`config.mk`:
```
export PLATFORM = sky130hd
export DESIGN_NAME = smap_ram
export DESIGN_NICKNAME = d
export VERILOG_FILES = /design/src/hw/rtl/smap_ram.sv
export SDC_FILE = /design/constraint.sdc
export NUM_CORES = 1
export LEC_CHECK = 0
export BUFFER_PORTS_ARGS = -buffer_cell sky130_fd_sc_hd__buf_2
export CAP_MARGIN = 25
export CELL_PAD_IN_SITES_DETAIL_PLACEMENT = 1
export CELL_PAD_IN_SITES_GLOBAL_PLACEMENT = 1
export CORE_AREA = 3 3 123 90
export CTS_BUF_LIST = sky130_fd_sc_hd__clkbuf_16
export DETAILED_ROUTE_END_ITERATION = 7
export DIE_AREA = 0 0 126 93
export PLACE_DENSITY = 0.78
export SYNTH_ARGS = -nofsm -noshare
export SYNTH_HDL_FRONTEND = slang
export SYNTH_SLANG_ARGS = --single-unit
```
`constraint.sdc`:
```
create_clock -name clk_i -period 1.95 [get_ports clk_i]
set_input_delay 0.195 -clock clk_i [delete_from_list [all_inputs] [get_ports clk_i]]
set_output_delay 0.195 -clock clk_i [all_outputs]
set_load 0.005 [all_outputs]
```
`src/hw/rtl/smap_ram.sv`:
```
// ----------------------------------------------------------------------------
// Generic simple dual-port RAM
// One write port and one read port; read data is registered.
// ----------------------------------------------------------------------------
module smap_ram #(
  parameter int Width = 8,
  parameter int Depth = 16
) (
  input  logic                     clk_i,
  input  logic                     we_i,
  input  logic [$clog2(Depth)-1:0] waddr_i,
  input  logic [Width-1:0]         wdata_i,
  input  logic                     re_i,
  input  logic [$clog2(Depth)-1:0] raddr_i,
  output logic [Width-1:0]         rdata_o
);

  logic [Width-1:0] mem_q [Depth];
  logic [Width-1:0] rdata_q;

  // Write and registered read; a read of the entry being written returns old data.
  always_ff @(posedge clk_i) begin
    if (we_i) begin
      mem_q[waddr_i] <= wdata_i;
    end
    if (re_i) begin
      rdata_q <= mem_q[raddr_i];
    end
  end

  assign rdata_o = rdata_q;

endmodule

```
==> results.sh, run 1 <==
export IMPL_status="finished, final reports clean"
export IMPL_p_sw_uw=1279
export IMPL_place_ws_ns=0.1726
export IMPL_fp_dieH_um=93
export IMPL_max_slew_worst_pin_slew_ns=0.4159
export IMPL_p_comb_share_pct=4.4
export IMPL_slowest_delay_ns=0.56
export IMPL_num_fill_cells=856
export IMPL_reg2reg_setup_slack_ns=0.44
export IMPL_vias=2494
export IMPL_clkTransAtPathRegs_ns=0.06
export IMPL_grt_overflow_total=0
export IMPL_relSlewSlack_pct=72.27
export IMPL_cts_sinks=136
export IMPL_synthTopCellsByCount="136 x edfxtp_1, 18 x mux4_2, 16 x a22oi_1"
export IMPL_setup_viol=0
export IMPL_htree_num_levels=4
export IMPL_drt_iter0_markers=253
export IMPL_synth_top_area_share_pct=78.12
export IMPL_critPathSlowestCell="mux4_1"
export IMPL_synth_edf_count=136
export IMPL_synth_seq_cells=136
export IMPL_cp_num_buf_inv=0
export IMPL_yosysMostFrequentCell="edfxtp_1"
export IMPL_cp_cell_sequence="mux4_1, a22oi_1, nand2_1"
export IMPL_muxShareOfSynthArea_pct=14.79
export IMPL_fin_hold_ws_ns=0.1604
export IMPL_cts_setup_buffers=0
export IMPL_cts_root_buf="clkbuf_16"
export IMPL_total_power_uw=6802
export IMPL_ant_nets=0
export IMPL_synthTopCellsByArea="edfxtp_1 78%, mux4_2 7.8%, mux4_1 7.0%"
export IMPL_fin_skew_ns=0.008809
export IMPL_cap_viol_max_count=0
export IMPL_syn_num_nets=248
export IMPL_grt_pass1_vias=2751
export IMPL_ys_async_sr_fraction_pct=0
export IMPL_antenna_found_initial=0
export IMPL_critical_path_class="flop to flop"
export IMPL_power_density_mw_per_mm2=1094
export IMPL_core_mm2=0.01008
export IMPL_wl_per_cell_um=24.40
export IMPL_first_pass_iters=4
export IMPL_finalCritPeriodShare_pct=77.53
export IMPL_hold_viol=0
export IMPL_slew_violations=0
export IMPL_synth_top_family_by_area="multiplexers"
export IMPL_synth_seq_area_share_pct=78.12
export IMPL_period_minus_slack_ns=1.512
export IMPL_synth_fa_ha_area_share_pct=0
export IMPL_path_delay_family="multiplexers"
export IMPL_yosysUniqueCellTypes=18
export IMPL_clock_latency_ns=0.41
export IMPL_rsz0062_at_grt="false"
export IMPL_synth_simple_area_share_pct=3.135
export IMPL_place_area_mm2=0.005627
export IMPL_pin_count=27
export IMPL_yosysWarnings=0
export IMPL_fin_tns_setup_ns=0
export IMPL_cts_hold_buf=0
export IMPL_grt_max_degree=25
export IMPL_worst_slack_ns=0.4381
export IMPL_internal_power_uw=5522
export IMPL_arrival_ns=1.67
export IMPL_cts_buffers=17
export IMPL_max_clock_path_buffers=2
export IMPL_cts_tree="yes"
export IMPL_p_clk_share_pct=46.8
export IMPL_seqPwrFrac_pct=48.8
export IMPL_drc_errors=0
export IMPL_areaGrowthSynthToFinish_pct=18.98
export IMPL_grtUsageTotal_pct=19.79
export IMPL_drive_gt1_share_pct=30.43
export IMPL_hp_class="input port to flop"
export IMPL_die_w_um=126
export IMPL_wirelength_um=10520
export IMPL_rows=31
export IMPL_port_buffers=26
export IMPL_syn_inst=229
export IMPL_path_max_fanout=1
export IMPL_avgSynthCellArea_um2=22.83
export IMPL_ys_dominant_reg_cell="edfxtp_1"
export IMPL_worst_setup_path_end_kind="flop"
export IMPL_cts_repair_resized=0
export IMPL_p_sw_share_pct=18.81
export IMPL_place_hpwl_um=7252
export IMPL_start_kind="flop"
export IMPL_ir_drop_mv=0.7813
export IMPL_place_congestion=0.7715
export IMPL_start_util_pct=51.84
export IMPL_synth_compound_area_share_pct=2.298
export IMPL_syn_cell_area_mm2=0.005228
export IMPL_die_area_mm2=0.01172
export IMPL_n_antenna_cell=0
export IMPL_timing_fmax_mhz=661.4
export IMPL_nNetsFinal=305
export IMPL_via_per_inst=5.787
export IMPL_fin_area_mm2=0.006220
export IMPL_yosysTopAreaCell="edfxtp_1"
export IMPL_grt_pass1_wl_um=16340
export IMPL_cp_data_required_time_ns=2.11
export IMPL_leakage_uw=0.002132
export IMPL_synth_xor_area_share_pct=0
-- through the flow --
step,util (%),instances
final,61.67,431
after global routing,61.67,431
after CTS,61.67,431
after detailed placement,55.79,399
after global placement,55.79,399
after floorplan,-,229
-- power by group through the flow --
stage / logic [uW] / clock network [uW] / registers [uW]
after global routing: 328 / 3390 / 3320
after global placement: 291 / 0 / 3370
after CTS: 306 / 3240 / 3320
after detailed placement: 305 / 0 / 3380
final: 300 / 3180 / 3320
after floorplan: 166 / 0 / 3370
-- cell usage in the layout, fill, tap and decap left out --
cell        synthesis  layout
buf_4               1      20
nor2_1             13      13
clkinv_1            0       5
nor2b_1             1       1
or3b_2              1       1
clkbuf_16           0      17
clkinvlp_4          0       1
buf_2               3      26
buf_12              0       2
mux4_2             18      18
mux4_1             14      14
nor3_1              4       4
and2b_1             1       1
edfxtp_1          136     136
nand3_1             1       1
and2_1              1       1
nand3b_1            2       2
inv_1               0       3
nand2_1             9       9
bufinv_16           0       4
clkinv_2            0       2
a22oi_1            16      16
nand2b_1            2       2
-- area by class of cell --
| type | instances | area, um2 | share of cell area (%) |
|---|---|---|---|
| Sequential cell | 136 | 4084 | 65.66 |
| Multi-Input combinational cell | 83 | 1057 | 17.00 |
| Clock buffer | 17 | 425.4 | 6.840 |
| Timing Repair Buffer | 48 | 320.3 | 5.150 |
| Clock inverter | 15 | 167.7 | 2.696 |
| Tap cell | 132 | 165.2 | 2.655 |
-- registers in the layout, indices dropped and copies added, names as in the netlist --
register / flops
rdata_o: 8
mem_q: 128
-- layer usage --
| metal | GRT usage (%) | wire [um] | vias to the layer above |
|---|---|---|---|
| met5 | 0 | 0 | - |
| met4 | 5.893 | 68 | 0 |
| met3 | 5.993 | 619 | 7 |
| met2 | 31.11 | 5112 | 76 |
| met1 | 27.25 | 4717 | 1319 |
| li1 | - | - | 1092 |
-- worst register-to-register path, cell delays in order, from the launching register on --
cell and delay, ns:
edfxtp_1 0.40, mux4_1 0.56, a22oi_1 0.23, nand2_1 0.07
-- worst paths after layout --
| path | depth (start not counted) | end | startpoint |
|---|---|---|---|
| worst max-delay path | 3 | rdata_o[3] | mem_q[9][3] |
| worst min-delay path | 1 | rdata_o[2] | re_i |
| worst max register to register | 3 | rdata_o[3] | mem_q[9][3] |
| worst min register to register | 3 | rdata_o[2] | mem_q[3][2] |
-- kinds of logic (layout without fill, tap and decap cells) --
kind of cell	Yosys count	count (layout)
compound gates	16	16
buf+inv	10	80
flops	136	136
mux	32	32
simple gates	35	35
(Power assumes the default switching activity.)
==> inputs of run 2 (changes only) <==
==> constraint.sdc (replaced) <==
create_clock -name clk_i -period 1.4 [get_ports clk_i]
set_input_delay 0.14 -clock clk_i [delete_from_list [all_inputs] [get_ports clk_i]]
set_output_delay 0.14 -clock clk_i [all_outputs]
set_load 0.005 [all_outputs]
==> results.sh, run 2 (synthesized netlist as in run 1, its figures left out) <==
export IMPL_grtUsageTotal_pct=21.21
export IMPL_hold_viol=0
export IMPL_drive_gt1_share_pct=39.14
export IMPL_setup_viol=5
export IMPL_cts_tree="yes"
export IMPL_total_power_uw=9315
export IMPL_grt_max_degree=17
export IMPL_fp_dieH_um=93
export IMPL_place_congestion=0.7590
export IMPL_place_hpwl_um=7509
export IMPL_start_util_pct=51.84
export IMPL_hp_class="input port to flop"
export IMPL_slew_violations=0
export IMPL_leakage_uw=0.002108
export IMPL_timing_fmax_mhz=678.6
export IMPL_critical_path_class="flop to flop"
export IMPL_largest_reg_flops=128
export IMPL_period_minus_slack_ns=1.474
export IMPL_instances_no_fill=436
export IMPL_die_w_um=126
export IMPL_grt_overflow_total=0
export IMPL_finish_utilization_pct=62.12
export IMPL_clock_latency_ns=0.42
export IMPL_path_max_fanout=1
export IMPL_max_flop_register="mem_q"
export IMPL_final_common_cell="edfxtp_1"
export IMPL_fin_skew_ns=0.006564
export IMPL_layout_common_cells="136 x edfxtp_1, 27 x mux4_2, 26 x buf_2"
export IMPL_cap_viol_max_count=0
export IMPL_multi_input_area_mm2=0.001069
export IMPL_pin_count=27
export IMPL_vias=2527
export IMPL_regArea_mm2=0.004084
export IMPL_relSlewSlack_pct=41.56
export IMPL_htree_num_levels=4
export IMPL_place_inst=404
export IMPL_port_buffers=26
export IMPL_n_antenna_cell=0
export IMPL_max_slew_worst_pin_slew_ns=0.8734
export IMPL_die_area_mm2=0.01172
export IMPL_max_clock_path_buffers=2
export IMPL_power_density_mw_per_mm2=1487
export IMPL_violations="negative setup slack"
export IMPL_drt_iter0_markers=185
export IMPL_cts_root_buf="clkbuf_16"
export IMPL_first_pass_iters=4
export IMPL_antenna_found_initial=0
export IMPL_cts_setup_buffers=0
export IMPL_wl_per_cell_um=25.94
export IMPL_worst_slack_ns=-0.07353
export IMPL_grt_pass1_wl_um=17460
export IMPL_cts_sinks=136
export IMPL_fin_tns_setup_ns=-0.1733
export IMPL_via_per_inst=5.796
export IMPL_rows=31
export IMPL_areaGrowthSynthToFinish_pct=19.84
export IMPL_cp_data_required_time_ns=1.56
export IMPL_grt_pass1_vias=2829
export IMPL_status="finished, violations left"
export IMPL_start_kind="flop"
export IMPL_ir_drop_mv=1.069
export IMPL_num_fill_cells=866
export IMPL_nNetsFinal=310
export IMPL_drc_errors=0
export IMPL_ant_nets=0
export IMPL_finalCritPeriodShare_pct=105.3
export IMPL_rsz0062_at_grt="true"
export IMPL_clkTransAtPathRegs_ns=0.06
export IMPL_arrival_ns=1.63
export IMPL_core_mm2=0.01008
export IMPL_worst_setup_path_end_kind="flop"
export IMPL_cts_buffers=17
export IMPL_wirelength_um=11310
-- run 2: changes by cell type in the layout (fill, tap and decap cells not counted), moves of 4 or more --
cell / change
mux4_2: +9
a22oi_1: -8
a22oi_2: +8
mux4_1: -9
clkinv_1: -4
-- run 2: timing repair --
action	in CTS	in global routing
endpoints found under the hold margin	0	0
pin swaps	3	1
endpoints found under the setup margin	8	8
hold buffers	0	0
gates resized for setup	14	3
-- run 2: path summary, 6_finish.rpt --
path / start / endpoint / slack [ns] / cells past startpoint
worst max-delay path: mem_q[11][7] / rdata_o[7] / -0.07 / 3
worst min-delay path: re_i / rdata_o[5] / 0.09 / 1
worst max register to register: mem_q[11][7] / rdata_o[7] / -0.07 / 3
worst min register to register: mem_q[11][5] / rdata_o[5] / 0.77 / 3
-- run 2: per-stage QoR --
stage | hold WS (ns) | instance area [um2] | setup WS [ns]
6_report | 0.09244 | 6265 | -0.07353
5_1_grt | 0.08716 | 6265 | -0.1400
2_1_floorplan | 0.2389 | 5240 | -0.01596
3_3_place_gp | 0.5152 | 5694 | -0.2313
4_1_cts | 0.08163 | 6259 | -0.09574
3_5_place_dp | 0.5221 | 5694 | -0.2853
-- run 2: power by group --
group | total [uW] | switching [uW] | internal (uW)
Clock | 4220 | 1640 | 2580
Combinational | 471 | 260 | 211
Sequential | 4620 | 31.9 | 4590
-- run 2: routing by layer --
| metal | wire length (um) | part of all wire, % | track usage (%) | vias to the layer above |
|---|---|---|---|---|
| met5 | 0 | 0 | 0 | - |
| li1 | - | - | - | 1096 |
| met1 | 5148 | 46 | 29.43 | 1347 |
| met2 | 5501 | 49 | 33.10 | 74 |
| met3 | 558 | 4.9 | 5.651 | 10 |
| met4 | 102 | 0.90 | 7.500 | 0 |
-- run 2: layout make-up --
cell class                 count  share of cell area (%)
sequential                   136                   65.19
multi-input combinational     83                   17.06
clock buffer                  17                   6.790
timing repair buffer          53                   6.111
tap                          132                   2.636
clock inverter                15                   2.217
-- run 2: worst max-delay path, cell delays in order (launching register included) --
cell,delay [ns]
edfxtp_1,0.40
mux4_2,0.51
a22oi_2,0.19
nand2_1,0.10
