`src/hw/rtl/smap_pkg.sv`:
```
// ----------------------------------------------------------------------------
// Signed max-magnitude pooling: shared package
// Constants, register codes, entry and position types and the register
// saturation helpers used by the pooling block.
// ----------------------------------------------------------------------------
package smap_pkg;

  // Sizes of the stream fields and of the block-row store.
  localparam int SampleBits = 16;
  localparam int IndexBits  = 16;
  localparam int MaxRows    = 1024;
  localparam int AddrBits   = $clog2(MaxRows);
  localparam int MaxPool    = 256;
  localparam int DimBits    = 11;
  localparam int PoolBits   = 9;
  localparam int InBlkBits  = 8;
  localparam int CntBits    = 10;
  localparam int CfgIdxBits = 3;
  localparam int CfgBits    = 11;

  // Configuration register indexes.
  typedef enum logic [CfgIdxBits-1:0] {
    CfgImageRows  = 3'd0,
    CfgImageCols  = 3'd1,
    CfgPoolRows   = 3'd2,
    CfgPoolCols   = 3'd3,
    CfgSelectMode = 3'd4
  } cfg_reg_e;

  // One entry of the block-row store.
  typedef struct packed {
    logic signed [SampleBits-1:0] max_val;
    logic signed [SampleBits-1:0] min_val;
    logic [IndexBits-1:0]         max_off;
    logic [IndexBits-1:0]         min_off;
  } entry_t;

  localparam int EntryBits = $bits(entry_t);

  // Position of one pixel inside the image and its pooling block.
  typedef struct packed {
    logic                 start;
    logic                 emit;
    logic                 eoi;
    logic [IndexBits-1:0] off;
    logic [AddrBits-1:0]  brow;
  } pos_t;

  // Clamp an image dimension to 1..MaxRows.
  function automatic logic [DimBits-1:0] sat_dim(logic [DimBits-1:0] v);
    logic [DimBits-1:0] r;
    r = v;
    if (v == '0) begin
      r = DimBits'(1);
    end else if (v > DimBits'(MaxRows)) begin
      r = DimBits'(MaxRows);
    end
    return r;
  endfunction

  // Clamp a pool dimension to 1..MaxPool.
  function automatic logic [PoolBits-1:0] sat_pool(logic [PoolBits-1:0] v);
    logic [PoolBits-1:0] r;
    r = v;
    if (v == '0) begin
      r = PoolBits'(1);
    end else if (v > PoolBits'(MaxPool)) begin
      r = PoolBits'(MaxPool);
    end
    return r;
  endfunction

endpackage

```
`src/hw/rtl/smap_pos.sv`:
```
// ----------------------------------------------------------------------------
// Signed max-magnitude pooling: position tracker
// Row, column and in-block counters; gives the block row, in-block offset and
// the block start, block end and image end flags of the pixel being accepted.
// ----------------------------------------------------------------------------
module smap_pos (
  input  logic                            clk_i,
  input  logic                            rst_ni,
  input  logic                            advance_i,
  input  logic [smap_pkg::DimBits-1:0]    image_rows_i,
  input  logic [smap_pkg::DimBits-1:0]    image_cols_i,
  input  logic [smap_pkg::PoolBits-1:0]   pool_rows_i,
  input  logic [smap_pkg::PoolBits-1:0]   pool_cols_i,
  output smap_pkg::pos_t                  pos_o
);

  logic [smap_pkg::CntBits-1:0]   row_cnt_q, row_cnt_d;
  logic [smap_pkg::CntBits-1:0]   col_cnt_q, col_cnt_d;
  logic [smap_pkg::InBlkBits-1:0] rib_q, rib_d;
  logic [smap_pkg::InBlkBits-1:0] cib_q, cib_d;
  logic [smap_pkg::AddrBits-1:0]  brow_q, brow_d;

  logic                           last_row, last_col;
  logic                           rib_end, cib_end;
  logic [smap_pkg::IndexBits:0]   prod;

  // Limits of the current pixel; counters past a new limit count as at it.
  always_comb begin
    last_row = (smap_pkg::DimBits'(row_cnt_q) + smap_pkg::DimBits'(1)) >= image_rows_i;
    last_col = (smap_pkg::DimBits'(col_cnt_q) + smap_pkg::DimBits'(1)) >= image_cols_i;
    rib_end  = (smap_pkg::PoolBits'(rib_q) + smap_pkg::PoolBits'(1)) >= pool_rows_i;
    cib_end  = (smap_pkg::PoolBits'(cib_q) + smap_pkg::PoolBits'(1)) >= pool_cols_i;
    prod     = (smap_pkg::IndexBits'(cib_q) * smap_pkg::IndexBits'(pool_rows_i))
             + (smap_pkg::IndexBits+1)'(rib_q);
  end

  // Position of the pixel on the input.
  always_comb begin
    pos_o.start = (rib_q == '0) && (cib_q == '0);
    pos_o.emit  = (rib_end || last_row) && (cib_end || last_col);
    pos_o.eoi   = last_row && last_col;
    pos_o.off   = prod[smap_pkg::IndexBits-1:0];
    pos_o.brow  = brow_q;
  end

  // Counter stepping, row index fastest.
  always_comb begin
    row_cnt_d = row_cnt_q;
    col_cnt_d = col_cnt_q;
    rib_d     = rib_q;
    cib_d     = cib_q;
    brow_d    = brow_q;
    if (advance_i) begin
      if (last_row) begin
        row_cnt_d = '0;
        rib_d     = '0;
        brow_d    = '0;
        if (last_col) begin
          col_cnt_d = '0;
          cib_d     = '0;
        end else begin
          col_cnt_d = col_cnt_q + 1'b1;
          cib_d     = cib_end ? '0 : cib_q + 1'b1;
        end
      end else begin
        row_cnt_d = row_cnt_q + 1'b1;
        if (rib_end) begin
          rib_d  = '0;
          brow_d = brow_q + 1'b1;
        end else begin
          rib_d = rib_q + 1'b1;
        end
      end
    end
  end

  always_ff @(posedge clk_i or negedge rst_ni) begin
    if (!rst_ni) begin
      row_cnt_q <= '0;
      col_cnt_q <= '0;
      rib_q     <= '0;
      cib_q     <= '0;
      brow_q    <= '0;
    end else begin
      row_cnt_q <= row_cnt_d;
      col_cnt_q <= col_cnt_d;
      rib_q     <= rib_d;
      cib_q     <= cib_d;
      brow_q    <= brow_d;
    end
  end

endmodule

```
`config.mk`:
```
export PLATFORM = sky130hd
export DESIGN_NAME = smap_pos
export DESIGN_NICKNAME = d
export VERILOG_FILES = /design/src/hw/rtl/smap_pkg.sv /design/src/hw/rtl/smap_pos.sv
export SDC_FILE = /design/constraint.sdc
export NUM_CORES = 1
export LEC_CHECK = 0
export BUFFER_PORTS_ARGS = -buffer_cell sky130_fd_sc_hd__buf_2
export CAP_MARGIN = 10
export CORE_MARGIN = 8
export CORE_UTILIZATION = 55
export DETAILED_ROUTE_END_ITERATION = 16
export PLACE_DENSITY_LB_ADDON = 0.15
export SKIP_CTS_REPAIR_TIMING = 1
export SKIP_LAST_GASP = 1
export SYNTH_ARGS = -nofsm -noshare
export SYNTH_HDL_FRONTEND = slang
export SYNTH_SLANG_ARGS = --single-unit
```
`constraint.sdc`:
```
create_clock -name clk_i -period 12.1 [get_ports clk_i]
set_clock_uncertainty 0.05 [all_clocks]
set_input_delay 3.63 -clock clk_i [delete_from_list [all_inputs] [get_ports clk_i]]
set_output_delay 3.63 -clock clk_i [all_outputs]
set_load 0.01 [all_outputs]
```
==> reports/metrics.sh, run 1 <==
CTS.HTREE.LEVELS=2
FINALHOLDVIOLCOUNT=0
PLACED_CELLS_INCL_TAPS=922
WORST_HOLD_PATH.NUM_CELLS=2
GRT_MAX_DEGREE=47
DPL-INSTANCE-AREA_UM2=6570
CRITICAL_PATH_REQUIRED_PS=8420
SYNTH_EDF_COUNT=0
MIN-DELAY-PATH-CLASS='flop to flop'
SLEW_VIOL_FINAL=0
MAXIMUM_COUNT_OF_CLOCK_BUFFERS_ALONG_A_SINGLE_PATH=2
CAP_VIOL_MAX_COUNT=0
TRITONCTS.NUM_BUFFERS=5
DIEWIDTH_UM=121
TRITONCTS='yes'
DRC=0
POST_SYNTH_FA_HA_MAJ_AREA_FRACTION_PCT=33.1
SYNTHESIS.YOSYS.WARNINGS=0
DETAIL_ROUTE.ITER0.VIOLATIONS=186
AREA.GROWTH.SYNTH_TO_FINAL_PCT=8.94
FLOORPLAN.INITIALDENSITY_PCT=56.3
SETUP_VIOL=0
HOLD_START='col_cnt_q[1]'
SYNTH_XOR_XNOR_AREA_SHARE_PCT=5.31
PLACE.GP.CONGESTION=0.842
COMPOUND_CELL_AREA_SHARE_OF_THE_YOSYS_NETLIST_PCT=13.1
REMAINING_GLOBAL_ROUTE_OVERFLOW=0
SYN_AVG_CELL_AREA_UM2=8.39
SYN_AREA_UM2=6100
CLKSINKCOUNT=46
CLOCKROOTBUFFER='sky130_fd_sc_hd__clkbuf_8'
SEQ_AREA_FRAC_SYNTH_PCT=18.9
SYNTH_CELLS=727
CLOCK_INSERTION_DELAY_WORST_SKEW_PS=310
TIMING.CRITICAL_PATH.TO_TYPE='primary output'
CLK_PIN_SLEW_WORST_PATHS_PS=80
HOLD_WS_PS=494
DIE_H_UM=121
P_LEAK_nW=3.67
SYNTH_CELL_TYPE_COUNT=59
GRT_ANTENNA_BEFORE_REPAIR=0
FP-ROW-COUNT=38
TIMING.REG2REG.SETUP_SLACK_PS=8360
GRT_USE_TOTAL_PCT=18.7
SYNTH_MUX_AREA_SHARE_PCT=0.492
SETUP.WORST_PATH.START_CLASS='input port'
SYNTH_NETS=902
SYNTH-ASYNC-RESET-RATIO_PCT=100
CORE_AREA_UM2=10800
NFILLCELLS=973
END_OF_THE_WORST_REGISTER_TO_REGISTER_PATH='cib_q[5]'
FIN_TNS_SETUP_PS=0
STATUS='finished clean'
AVERAGE_VIAS_PER_PLACED_INSTANCE=5.48
LAYOUT_WORST_PATH_CYCLE_SHARE_PCT=94.1
FINAL_AREA_UM2=6650
GRT_PASS1_VIAS=5290
ANTENNA_CELLS_INSERTED=0
SYNTHSIMPLEGATEAREAFRAC_PCT=19.7
REGTOREGSTARTPOINT='row_cnt_q[0]'
ROUTED_WL_MM=13.2
SYNTH_TOP_FAMILY_BY_AREA='adder cells'
GRT_FIRST_PASS_WIRELENGTH_MM=23.2
MOST_USED_FLIP_FLOP_CELL_AFTER_SYNTHESIS='sky130_fd_sc_hd__dfrtp_1'
FINALNONFILLERCELLS=928
FINAL_HPWL_DP_MM=10.7
FINISH.NET_COUNT=964
DETAILROUTE.VIA_COUNT=5085
TIGHTESTPINTRANSITION_PS=829
NUMBER_OF_CELLS_TRAVERSED_BY_THE_WORST_REGISTER_TO_REGISTER_PATH=12
POST_ROUTE_CELLS_DRIVE_ABOVE_1_SHARE_PCT=12.2
WORST_VDD_DROP_mV=0.266
CRIT_FANOUT=8
POSTROUTEANTENNANETS=0
GRT_SETUP_UNREPAIRED='false'
FINAL_UTIL_PCT=61.3
WL_PER_CELL_UM=14.3
MAX_SLEW_MARGIN_PCT=44.7
YS_SEQ_ELEMENTS=46
AREA_ENCLOSED_BY_THE_DIE_BOUNDARY_UM2=14700
TIMING.FINAL.CRIT_PERIOD_PS=11390
TIMING.CRITICAL_PATH.ARRIVAL_PS=7710
MAX_FREQ_GHz=0.0878
POWER_DENSITY_nW_PER_UM2=188
DR_PASS1_ITERATIONS=5
TIMING.SETUP.CRITICAL_PATH_CLASS='input port to primary output'
BOUNDARYPINS=72
PLACE.PORT_BUFFERS=71
HOLDPATHEND='col_cnt_q[1]'
==> logic make-up (layout without fill, tap and decap cells) <==
kind of cell / Yosys count / count (layout)
fa+ha+maj: 132 / 132
flops: 46 / 46
mux: 3 / 3
compound gates: 118 / 118
simple gates: 244 / 244
buf+inv: 147 / 208
xor+xnor: 37 / 37
==> how the worst max path moves through the flow <==
stage | start | endpoint | slack, ps | depth (start not counted)
final | pool_rows_i[5] | pos_o[23] | 710 | 17
after global routing | pool_rows_i[5] | pos_o[23] | 470 | 17
after CTS | pool_rows_i[5] | pos_o[23] | 720 | 17
after floorplan | pool_rows_i[2] | pos_o[23] | 990 | 13
after global placement | pool_rows_i[6] | pos_o[23] | 820 | 17
after detailed placement | pool_rows_i[5] | pos_o[23] | 720 | 17
==> critical path: stages <==
cell and delay (ps):
sky130_fd_sc_hd__buf_2 140, sky130_fd_sc_hd__inv_1 90, sky130_fd_sc_hd__nor2_1 70, sky130_fd_sc_hd__fa_1 500, sky130_fd_sc_hd__inv_1 50, sky130_fd_sc_hd__fa_1 530
sky130_fd_sc_hd__fa_1 440, sky130_fd_sc_hd__fa_1 540, sky130_fd_sc_hd__inv_1 40, sky130_fd_sc_hd__ha_1 330, sky130_fd_sc_hd__o21a_1 190, sky130_fd_sc_hd__o31a_1 130
sky130_fd_sc_hd__o21ai_0 230, sky130_fd_sc_hd__a21oi_1 160, sky130_fd_sc_hd__or4_1 410, sky130_fd_sc_hd__nand3_1 90, sky130_fd_sc_hd__buf_2 130
==> flip-flops by register name (all words and copies together), names as in the netlist <==
signal	count
brow_q	10
cib_q	8
col_cnt_q	10
rib_q	8
row_cnt_q	10
==> layer usage <==
layer	wire (um)	vias up	global-route usage, %
met3	415	10	2.47
li1	-	2534	-
met5	0	-	0
met1	5970	2446	23.1
met4	130	0	4.63
met2	6730	95	33.6
==> metrics by stage <==
step	setup WS, ps	power, mW
6_report	711	1.25
5_1_grt	469	1.42
4_1_cts	720	1.27
3_5_place_dp	718	1.17
3_3_place_gp	824	1.14
2_1_floorplan	986	0.909
==> Yosys cell counts (all sizes together), types with 3 or more instances <==
cell / number / share of area, %
or4: 4 / 0.55
clkbuf: 17 / 1.2
ha: 83 / 17
o22ai: 4 / 0.41
a21o: 12 / 1.5
dfrtp: 46 / 19
xor2: 14 / 2.0
or2: 4 / 0.41
nor2b: 4 / 0.41
nor2: 32 / 2.0
mux2i: 3 / 0.49
fa: 49 / 16
a22o: 5 / 0.72
o21a: 5 / 0.62
nor3b: 4 / 0.82
xnor2: 23 / 3.3
o41ai: 3 / 0.43
nand2b: 4 / 0.41
and2: 27 / 2.8
o2bb2ai: 7 / 1.0
a21oi: 17 / 1.4
o211ai: 4 / 0.49
a31oi: 3 / 0.31
nand3: 37 / 3.0
nand4: 5 / 0.51
o21ai: 35 / 2.9
inv: 128 / 7.9
nor3: 8 / 0.66
nand2: 91 / 5.6
nor4: 4 / 0.41
and3: 16 / 1.6
==> cell usage in the layout (no fill, tap or decap), types with 6 or more instances in the layout <==
cell type / count
sky130_fd_sc_hd__o21ai_1: 6
sky130_fd_sc_hd__xor2_1: 14
sky130_fd_sc_hd__nand2_1: 91
sky130_fd_sc_hd__o2bb2ai_1: 7
sky130_fd_sc_hd__nor2_1: 31
sky130_fd_sc_hd__a21oi_1: 17
sky130_fd_sc_hd__o21ai_0: 29
sky130_fd_sc_hd__xnor2_1: 23
sky130_fd_sc_hd__and2_1: 26
sky130_fd_sc_hd__and3_1: 16
sky130_fd_sc_hd__nand3_1: 37
sky130_fd_sc_hd__dfrtp_1: 46
sky130_fd_sc_hd__ha_1: 83
sky130_fd_sc_hd__inv_1: 128
sky130_fd_sc_hd__buf_2: 71
sky130_fd_sc_hd__nor3_1: 8
sky130_fd_sc_hd__fa_1: 49
sky130_fd_sc_hd__a21o_1: 12
sky130_fd_sc_hd__clkbuf_8: 6
==> report_power, final <==
part,switching (mW),internal (mW),total (mW)
clock network,0.0518,0.0442,0.0960
logic,0.510,0.408,0.918
registers,0.0527,0.183,0.236
total,0.615,0.635,1.25
==> layout make-up <==
class	count	area [um2]	area share [%]
clock buffer	6	82.6	1.24
inverter	128	480	7.23
multi-input combinational	534	4380	65.9
sequential	46	1150	17.3
tap	140	175	2.64
timing repair buffer	74	378	5.68
Power figures use the tool's default switching activity.
==> run 2: changes to the inputs <==
- CELL_PAD_IN_SITES_DETAIL_PLACEMENT: unset -> 1
- CELL_PAD_IN_SITES_GLOBAL_PLACEMENT: unset -> 2
- CORE_UTILIZATION: 55 -> 37
- SLEW_MARGIN: unset -> 0
==> run 2 against run 1 <==
Compared with the run above:
- global-route usage is 2.8 points lower
- setup slack worse by 50 ps
- register-to-register slack hardly changed
- total power is 6.3% higher
- critical path type unchanged
- clock-buffer cell count is 1 higher
- routed wire length is 18% higher
- core utilization is 20 points lower
- largest cell class unchanged
==> reports/metrics.sh, run 2 (synthesis results as in run 1) <==
MAX_SLEW_MARGIN_PCT=42.1  # was 44.7%
CORE_AREA_UM2=16300  # was 10800 um2
NFILLCELLS=2029  # was 973
GRT_FIRST_PASS_WIRELENGTH_MM=27.0  # was 23.2 mm
WORST_VDD_DROP_mV=0.167  # was 0.266 mV
CRITICAL_PATH_REQUIRED_PS=8420  # about the same
WL_PER_CELL_UM=15.5  # was 14.3 um
HOLD_WS_PS=506  # was 494 ps
FIN_TNS_SETUP_PS=0  # unchanged
CRIT_FANOUT=6  # was 8
AVERAGE_VIAS_PER_PLACED_INSTANCE=5.11  # was 5.48
BOUNDARYPINS=72  # unchanged
TIGHTESTPINTRANSITION_PS=868  # was 829 ps
DETAILROUTE.VIA_COUNT=5160  # was 5085
AREA.GROWTH.SYNTH_TO_FINAL_PCT=11.9  # was 8.94%
MAXIMUM_COUNT_OF_CLOCK_BUFFERS_ALONG_A_SINGLE_PATH=2  # unchanged
GRT_USE_MET1_PCT=18.2  # was 23.1%
TIMING.FINAL.CRIT_PERIOD_PS=11440  # was 11390 ps
CLOCKROOTBUFFER='sky130_fd_sc_hd__clkbuf_16'  # was sky130_fd_sc_hd__clkbuf_8
ROUTED_WL_MM=15.7  # was 13.2 mm
MAX_FREQ_GHz=0.0874  # was 0.0878 GHz
GRT-BUSIEST-LAYER='met2'  # unchanged
SEQUENTIAL_CELL_AREA_UM2=1150  # unchanged
P_LEAK_nW=3.70  # was 3.67 nW
TRITONCTS='yes'  # unchanged
POSTROUTEANTENNANETS=0  # unchanged
DETAIL_ROUTE.ITER0.VIOLATIONS=121  # was 186
LAYOUT.CELLS.MOST_COMMON_LIST='sky130_fd_sc_hd__inv_1, sky130_fd_sc_hd__nand2_1, sky130_fd_sc_hd__ha_1'  # unchanged
GRT_MAX_DEGREE=47  # unchanged
FINISH.NET_COUNT=964  # unchanged
MIN-DELAY-PATH-CLASS='flop to flop'  # unchanged
LAYOUT_WORST_PATH_CYCLE_SHARE_PCT=94.5  # was 94.1%
GRT_PASS1_VIAS=5732  # was 5290
FINAL_COMMON_CELL='sky130_fd_sc_hd__inv_1'  # unchanged
DR_PASS1_ITERATIONS=5  # unchanged
FINAL_HPWL_DP_MM=13.0  # was 10.7 mm
GRT_ANTENNA_BEFORE_REPAIR=0  # unchanged
STATUS='finished clean'  # unchanged
FINALHOLDVIOLCOUNT=0  # unchanged
GLOBALROUTEMET2UTIL_PCT=30.7  # was 33.6%
GRTUSAGEMET3_PCT=1.95  # was 2.47%
POST_ROUTE_CELLS_DRIVE_ABOVE_1_SHARE_PCT=12.2  # about the same
TIMING.CRITICAL_PATH.TO_TYPE='primary output'  # unchanged
SETUP.WORST_PATH.START_CLASS='input port'  # unchanged
DIEWIDTH_UM=144  # was 121 um
DIE_H_UM=144  # was 121 um
MULTI_INPUT_COMB_AREA_UM2=4380  # unchanged
CAP_VIOL_MAX_COUNT=0  # unchanged
TIMING.CRITICAL_PATH.ARRIVAL_PS=7760  # was 7710 ps
GRT_USE_TOTAL_PCT=15.9  # was 18.7%
ANTENNA_CELLS_INSERTED=0  # unchanged
PLACE.GP.CONGESTION=0.821  # was 0.842
PLACE.PORT_BUFFERS=71  # unchanged
AREA_ENCLOSED_BY_THE_DIE_BOUNDARY_UM2=20900  # was 14700 um2
CLOCK_INSERTION_DELAY_WORST_SKEW_PS=290  # was 310 ps
CLK_PIN_SLEW_WORST_PATHS_PS=60  # was 80 ps
BIGGESTREGSBYFLOPS='brow_q: 10 flops, col_cnt_q: 10 flops, row_cnt_q: 10 flops'  # unchanged
SLEW_VIOL_FINAL=0  # unchanged
GRT_SETUP_UNREPAIRED='false'  # unchanged
REMAINING_GLOBAL_ROUTE_OVERFLOW=0  # unchanged
FP-ROW-COUNT=47  # was 38
CLKSINKCOUNT=46  # unchanged
SETUP_VIOL=0  # unchanged
CTS.HTREE.LEVELS=2  # unchanged
TIMING.SETUP.CRITICAL_PATH_CLASS='input port to primary output'  # unchanged
FLOORPLAN.INITIALDENSITY_PCT=37.3  # was 56.3%
FINAL_UTIL_PCT=41.8  # was 61.3%
DRC=0  # unchanged
POWER_DENSITY_nW_PER_UM2=195  # was 188 nW/um2
TRITONCTS.NUM_BUFFERS=5  # unchanged
==> run 2: path summary, 6_finish.rpt <==
check                          startpoint            to  slack [ps]  cells past startpoint
hold reg to reg              col_cnt_q[5]  col_cnt_q[5]         510                      1
max in group asynchronous          rst_ni      rib_q[5]        8180                      2
setup / recovery           pool_rows_i[6]     pos_o[23]         660                     17
setup reg to reg             row_cnt_q[0]      cib_q[5]        8350                     12
hold / removal               col_cnt_q[5]  col_cnt_q[5]         510                      1
min in group asynchronous          rst_ni  col_cnt_q[0]        3390                      2
==> run 2: metrics by stage <==
step / setup WS, ps / instance area, um2 / instances / total power, mW
5_1_grt: 419 / 6830 / 1010 / 1.51
4_1_cts: 634 / 6830 / 1010 / 1.36
6_report: 661 / 6830 / 1010 / 1.33
3_3_place_gp: 761 / 6670 / 1002 / 1.17
3_5_place_dp: 632 / 6670 / 1002 / 1.20
2_1_floorplan: 986 / 6100 / 727 / 0.909
==> run 2: area by class of cell <==
| class | instances | area share, % |
|---|---|---|
| Clock inverter | 1 | 0.440 |
| Timing Repair Buffer | 74 | 5.53 |
| Sequential cell | 46 | 16.9 |
| Multi-Input combinational cell | 534 | 64.2 |
| Inverter | 128 | 7.04 |
| Clock buffer | 7 | 1.94 |
| Tap cell | 220 | 4.03 |
==> run 2: power breakdown <==
part	leakage (nW)	switching, mW	internal, mW
Combinational	3.02	0.522	0.410
Sequential	0.604	0.0563	0.183
Clock	0.0781	0.0585	0.0978
Total	3.70	0.637	0.691
==> run 2: worst max-delay path: stages <==
cell and delay, ps:
sky130_fd_sc_hd__buf_2 140, sky130_fd_sc_hd__inv_1 150, sky130_fd_sc_hd__nor2_1 80, sky130_fd_sc_hd__fa_1 480, sky130_fd_sc_hd__inv_1 50, sky130_fd_sc_hd__fa_1 530
sky130_fd_sc_hd__fa_1 440, sky130_fd_sc_hd__fa_1 540, sky130_fd_sc_hd__inv_1 40, sky130_fd_sc_hd__ha_1 330, sky130_fd_sc_hd__o21a_1 180, sky130_fd_sc_hd__o31a_1 130
sky130_fd_sc_hd__o21ai_0 240, sky130_fd_sc_hd__a21oi_1 170, sky130_fd_sc_hd__or4_1 410, sky130_fd_sc_hd__nand3_1 90, sky130_fd_sc_hd__buf_2 120
==> run 2: layer usage <==
metal	up-vias	routed length [um]
met5	-	0
met2	66	8280
met1	2544	6790
met3	16	429
li1	2534	-
met4	0	157
==> run 3: changes to the inputs <==
- CELL_PAD_IN_SITES_DETAIL_PLACEMENT: 1 -> 0
- CELL_PAD_IN_SITES_GLOBAL_PLACEMENT: 2 -> 1
- CORE_ASPECT_RATIO: unset -> 1.4
- CORE_MARGIN: 8 -> unset
- CORE_UTILIZATION: 37 -> 46
==> run 3 against run 2 <==
Compared with the run above:
- setup slack improved by 100 ps
- core utilization up 11 points
- worst hold slack worse by 17 ps
- routed wire length down 15%
- final cell count shrank 6.8%
- clock power is essentially flat
==> reports/metrics.sh, run 3 (synthesis results as in run 1) <==
STATUS='finished clean'  # unchanged
AREA.GROWTH.SYNTH_TO_FINAL_PCT=10.5  # was 11.9%
PLACE.GP.CONGESTION=0.797  # was 0.821
TRITONCTS='yes'  # unchanged
FINALHOLDVIOLCOUNT=0  # unchanged
MAX_FREQ_GHz=0.0882  # was 0.0874 GHz
LAYOUT_WORST_PATH_CYCLE_SHARE_PCT=93.7  # was 94.5%
CRIT_PATH_CELL_TRACE='buf_2, inv_1, nor2_1, fa_1, inv_1, fa_1, fa_1, fa_1, inv_1, ha_1, o21a_1, o31a_1, o21ai_0, a21oi_1, or4_1, nand3_1, buf_2'  # unchanged
FIN_TNS_SETUP_PS=0  # unchanged
TIMING.FINAL.CRIT_PERIOD_PS=11340  # was 11440 ps
TIGHTESTPINTRANSITION_PS=1070  # was 868 ps
POWER_DENSITY_nW_PER_UM2=194  # was 195 nW/um2
REMAINING_GLOBAL_ROUTE_OVERFLOW=0  # unchanged
GRT_PASS1_VIAS=5238  # was 5732
FINALNONFILLERCELLS=941  # was 1010
POST_ROUTE_CELLS_DRIVE_ABOVE_1_SHARE_PCT=12.2  # about the same
ROUTED_WL_MM=13.4  # was 15.7 mm
TIMING.CRITICAL_PATH.TO_TYPE='primary output'  # unchanged
TRITONCTS.NUM_BUFFERS=5  # unchanged
CORE_AREA_UM2=12900  # was 16300 um2
CP_SLOWEST_CELL='sky130_fd_sc_hd__fa_1'  # unchanged
FIN_WS_PS=762  # was 661 ps
CLK_PIN_SLEW_WORST_PATHS_PS=60  # about the same
BIGGESTREGSBYFLOPS='brow_q: 10 flops, col_cnt_q: 10 flops, row_cnt_q: 10 flops'  # unchanged
CLOCKROOTBUFFER='sky130_fd_sc_hd__clkbuf_16'  # unchanged
GRT_ANTENNA_BEFORE_REPAIR=0  # unchanged
TIMING.CRITICAL_PATH.ARRIVAL_PS=7660  # was 7760 ps
TIMING.CRITICAL_PATH.MODE_CELL='sky130_fd_sc_hd__fa_1'  # unchanged
BOUNDARYPINS=72  # unchanged
SLEW_VIOL_FINAL=0  # unchanged
FINAL_HPWL_DP_MM=11.1  # was 13.0 mm
MAXIMUM_COUNT_OF_CLOCK_BUFFERS_ALONG_A_SINGLE_PATH=2  # unchanged
P_LEAK_nW=3.70  # about the same
PLACED_CELLS_INCL_TAPS=934  # was 1002
FP-ROW-COUNT=49  # was 47
PLACE.PORT_BUFFERS=71  # unchanged
DIEWIDTH_UM=99.3  # was 144 um
DETAIL_ROUTE.ITER0.VIOLATIONS=138  # was 121
GRT_USE_TOTAL_PCT=21.1  # was 15.9%
CLKSINKCOUNT=46  # unchanged
WL_PER_CELL_UM=14.2  # was 15.5 um
GRT_FIRST_PASS_WIRELENGTH_MM=23.7  # was 27.0 mm
MAX_SLEW_MARGIN_PCT=28.6  # was 42.1%
FINISH.NET_COUNT=963  # was 964
GRT_MAX_DEGREE=47  # unchanged
CRITICAL_PATH_REQUIRED_PS=8420  # about the same
CTS.HTREE.LEVELS=2  # unchanged
CP_SLOWEST_STAGE_DELAY_PS=540  # about the same
SETUP_VIOL=0  # unchanged
FINAL_COMMON_CELL='sky130_fd_sc_hd__inv_1'  # unchanged
WORST_VDD_DROP_mV=0.115  # was 0.167 mV
DETAILROUTE.VIA_COUNT=5088  # was 5160
ANTENNA_CELLS_INSERTED=0  # unchanged
POSTROUTEANTENNANETS=0  # unchanged
CLOCK_INSERTION_DELAY_WORST_SKEW_PS=290  # about the same
DRC=0  # unchanged
DIE_H_UM=138  # was 144 um
MIN-DELAY-PATH-CLASS='flop to flop'  # unchanged
DR_PASS1_ITERATIONS=4  # was 5
AVERAGE_VIAS_PER_PLACED_INSTANCE=5.41  # was 5.11
LAYOUT.CELLS.MOST_COMMON_LIST='sky130_fd_sc_hd__inv_1, sky130_fd_sc_hd__nand2_1, sky130_fd_sc_hd__ha_1'  # unchanged
CAP_VIOL_MAX_COUNT=0  # unchanged
CRIT_FANOUT=6  # unchanged
FLOORPLAN.INITIALDENSITY_PCT=47.4  # was 37.3%
SETUP.WORST_PATH.START_CLASS='input port'  # unchanged
TIMING.SETUP.CRITICAL_PATH_CLASS='input port to primary output'  # unchanged
AREA_ENCLOSED_BY_THE_DIE_BOUNDARY_UM2=13700  # was 20900 um2
PRECTSSETUPSLACK_PS=733  # was 632 ps
GRT_SETUP_UNREPAIRED='false'  # unchanged
run 3: report_power, final:
part,internal (mW),switching [mW],total [mW]
clock network,0.102,0.0562,0.158
registers,0.183,0.0529,0.236
logic,0.407,0.503,0.910
total,0.692,0.613,1.30
run 3: per-stage QoR:
stage               utilization, %  power (mW)  instance area, um2  hold WS [ps]
floorplan                        -       0.909                6100           438
global placement              51.1        1.14                6570           473
detailed placement            51.1        1.17                6570           476
CTS                           52.4        1.33                6740           491
global route                  52.4        1.48                6740           526
finish                        52.4        1.30                6740           489
run 3: final timing paths:
check / start / endpoint / slack, ps / depth (start not counted)
max: pool_rows_i[6] / pos_o[23] / 760 / 17
min: brow_q[0] / brow_q[0] / 490 / 1
max reg2reg: row_cnt_q[0] / col_cnt_q[6] / 8430 / 12
min reg2reg: brow_q[0] / brow_q[0] / 490 / 1
max in group asynchronous: rst_ni / col_cnt_q[6] / 7840 / 1
min in group asynchronous: rst_ni / row_cnt_q[5] / 3490 / 1
run 3: cell type report:
cell class / instances / area (um2)
Sequential cell: 46 / 1150
Tap cell: 153 / 191
Inverter: 128 / 480
Timing Repair Buffer: 73 / 370
Clock buffer: 6 / 139
Clock inverter: 1 / 30.0
Fill cell: 1275 / 6130
Multi-Input combinational cell: 534 / 4380
run 3: layer usage:
layer	share of wire (%)	up-vias	wire, um	global-route usage, %
li1	-	2532	-	-
met1	42	2439	5580	24.2
met3	3.2	24	422	2.73
met5	0	-	0	0
met2	53	93	7110	40.1
met4	2.0	0	274	6.04
run 3: critical path: cells and delay by family:
| family | cells | cell delay (ps) |
|---|---|---|
| AO/OA/AOI/OAI | 4 | 640 |
| buffers and inverters | 5 | 480 |
| AND/OR/NAND/NOR | 3 | 580 |
| adder cells (fa/ha/maj) | 5 | 2310 |
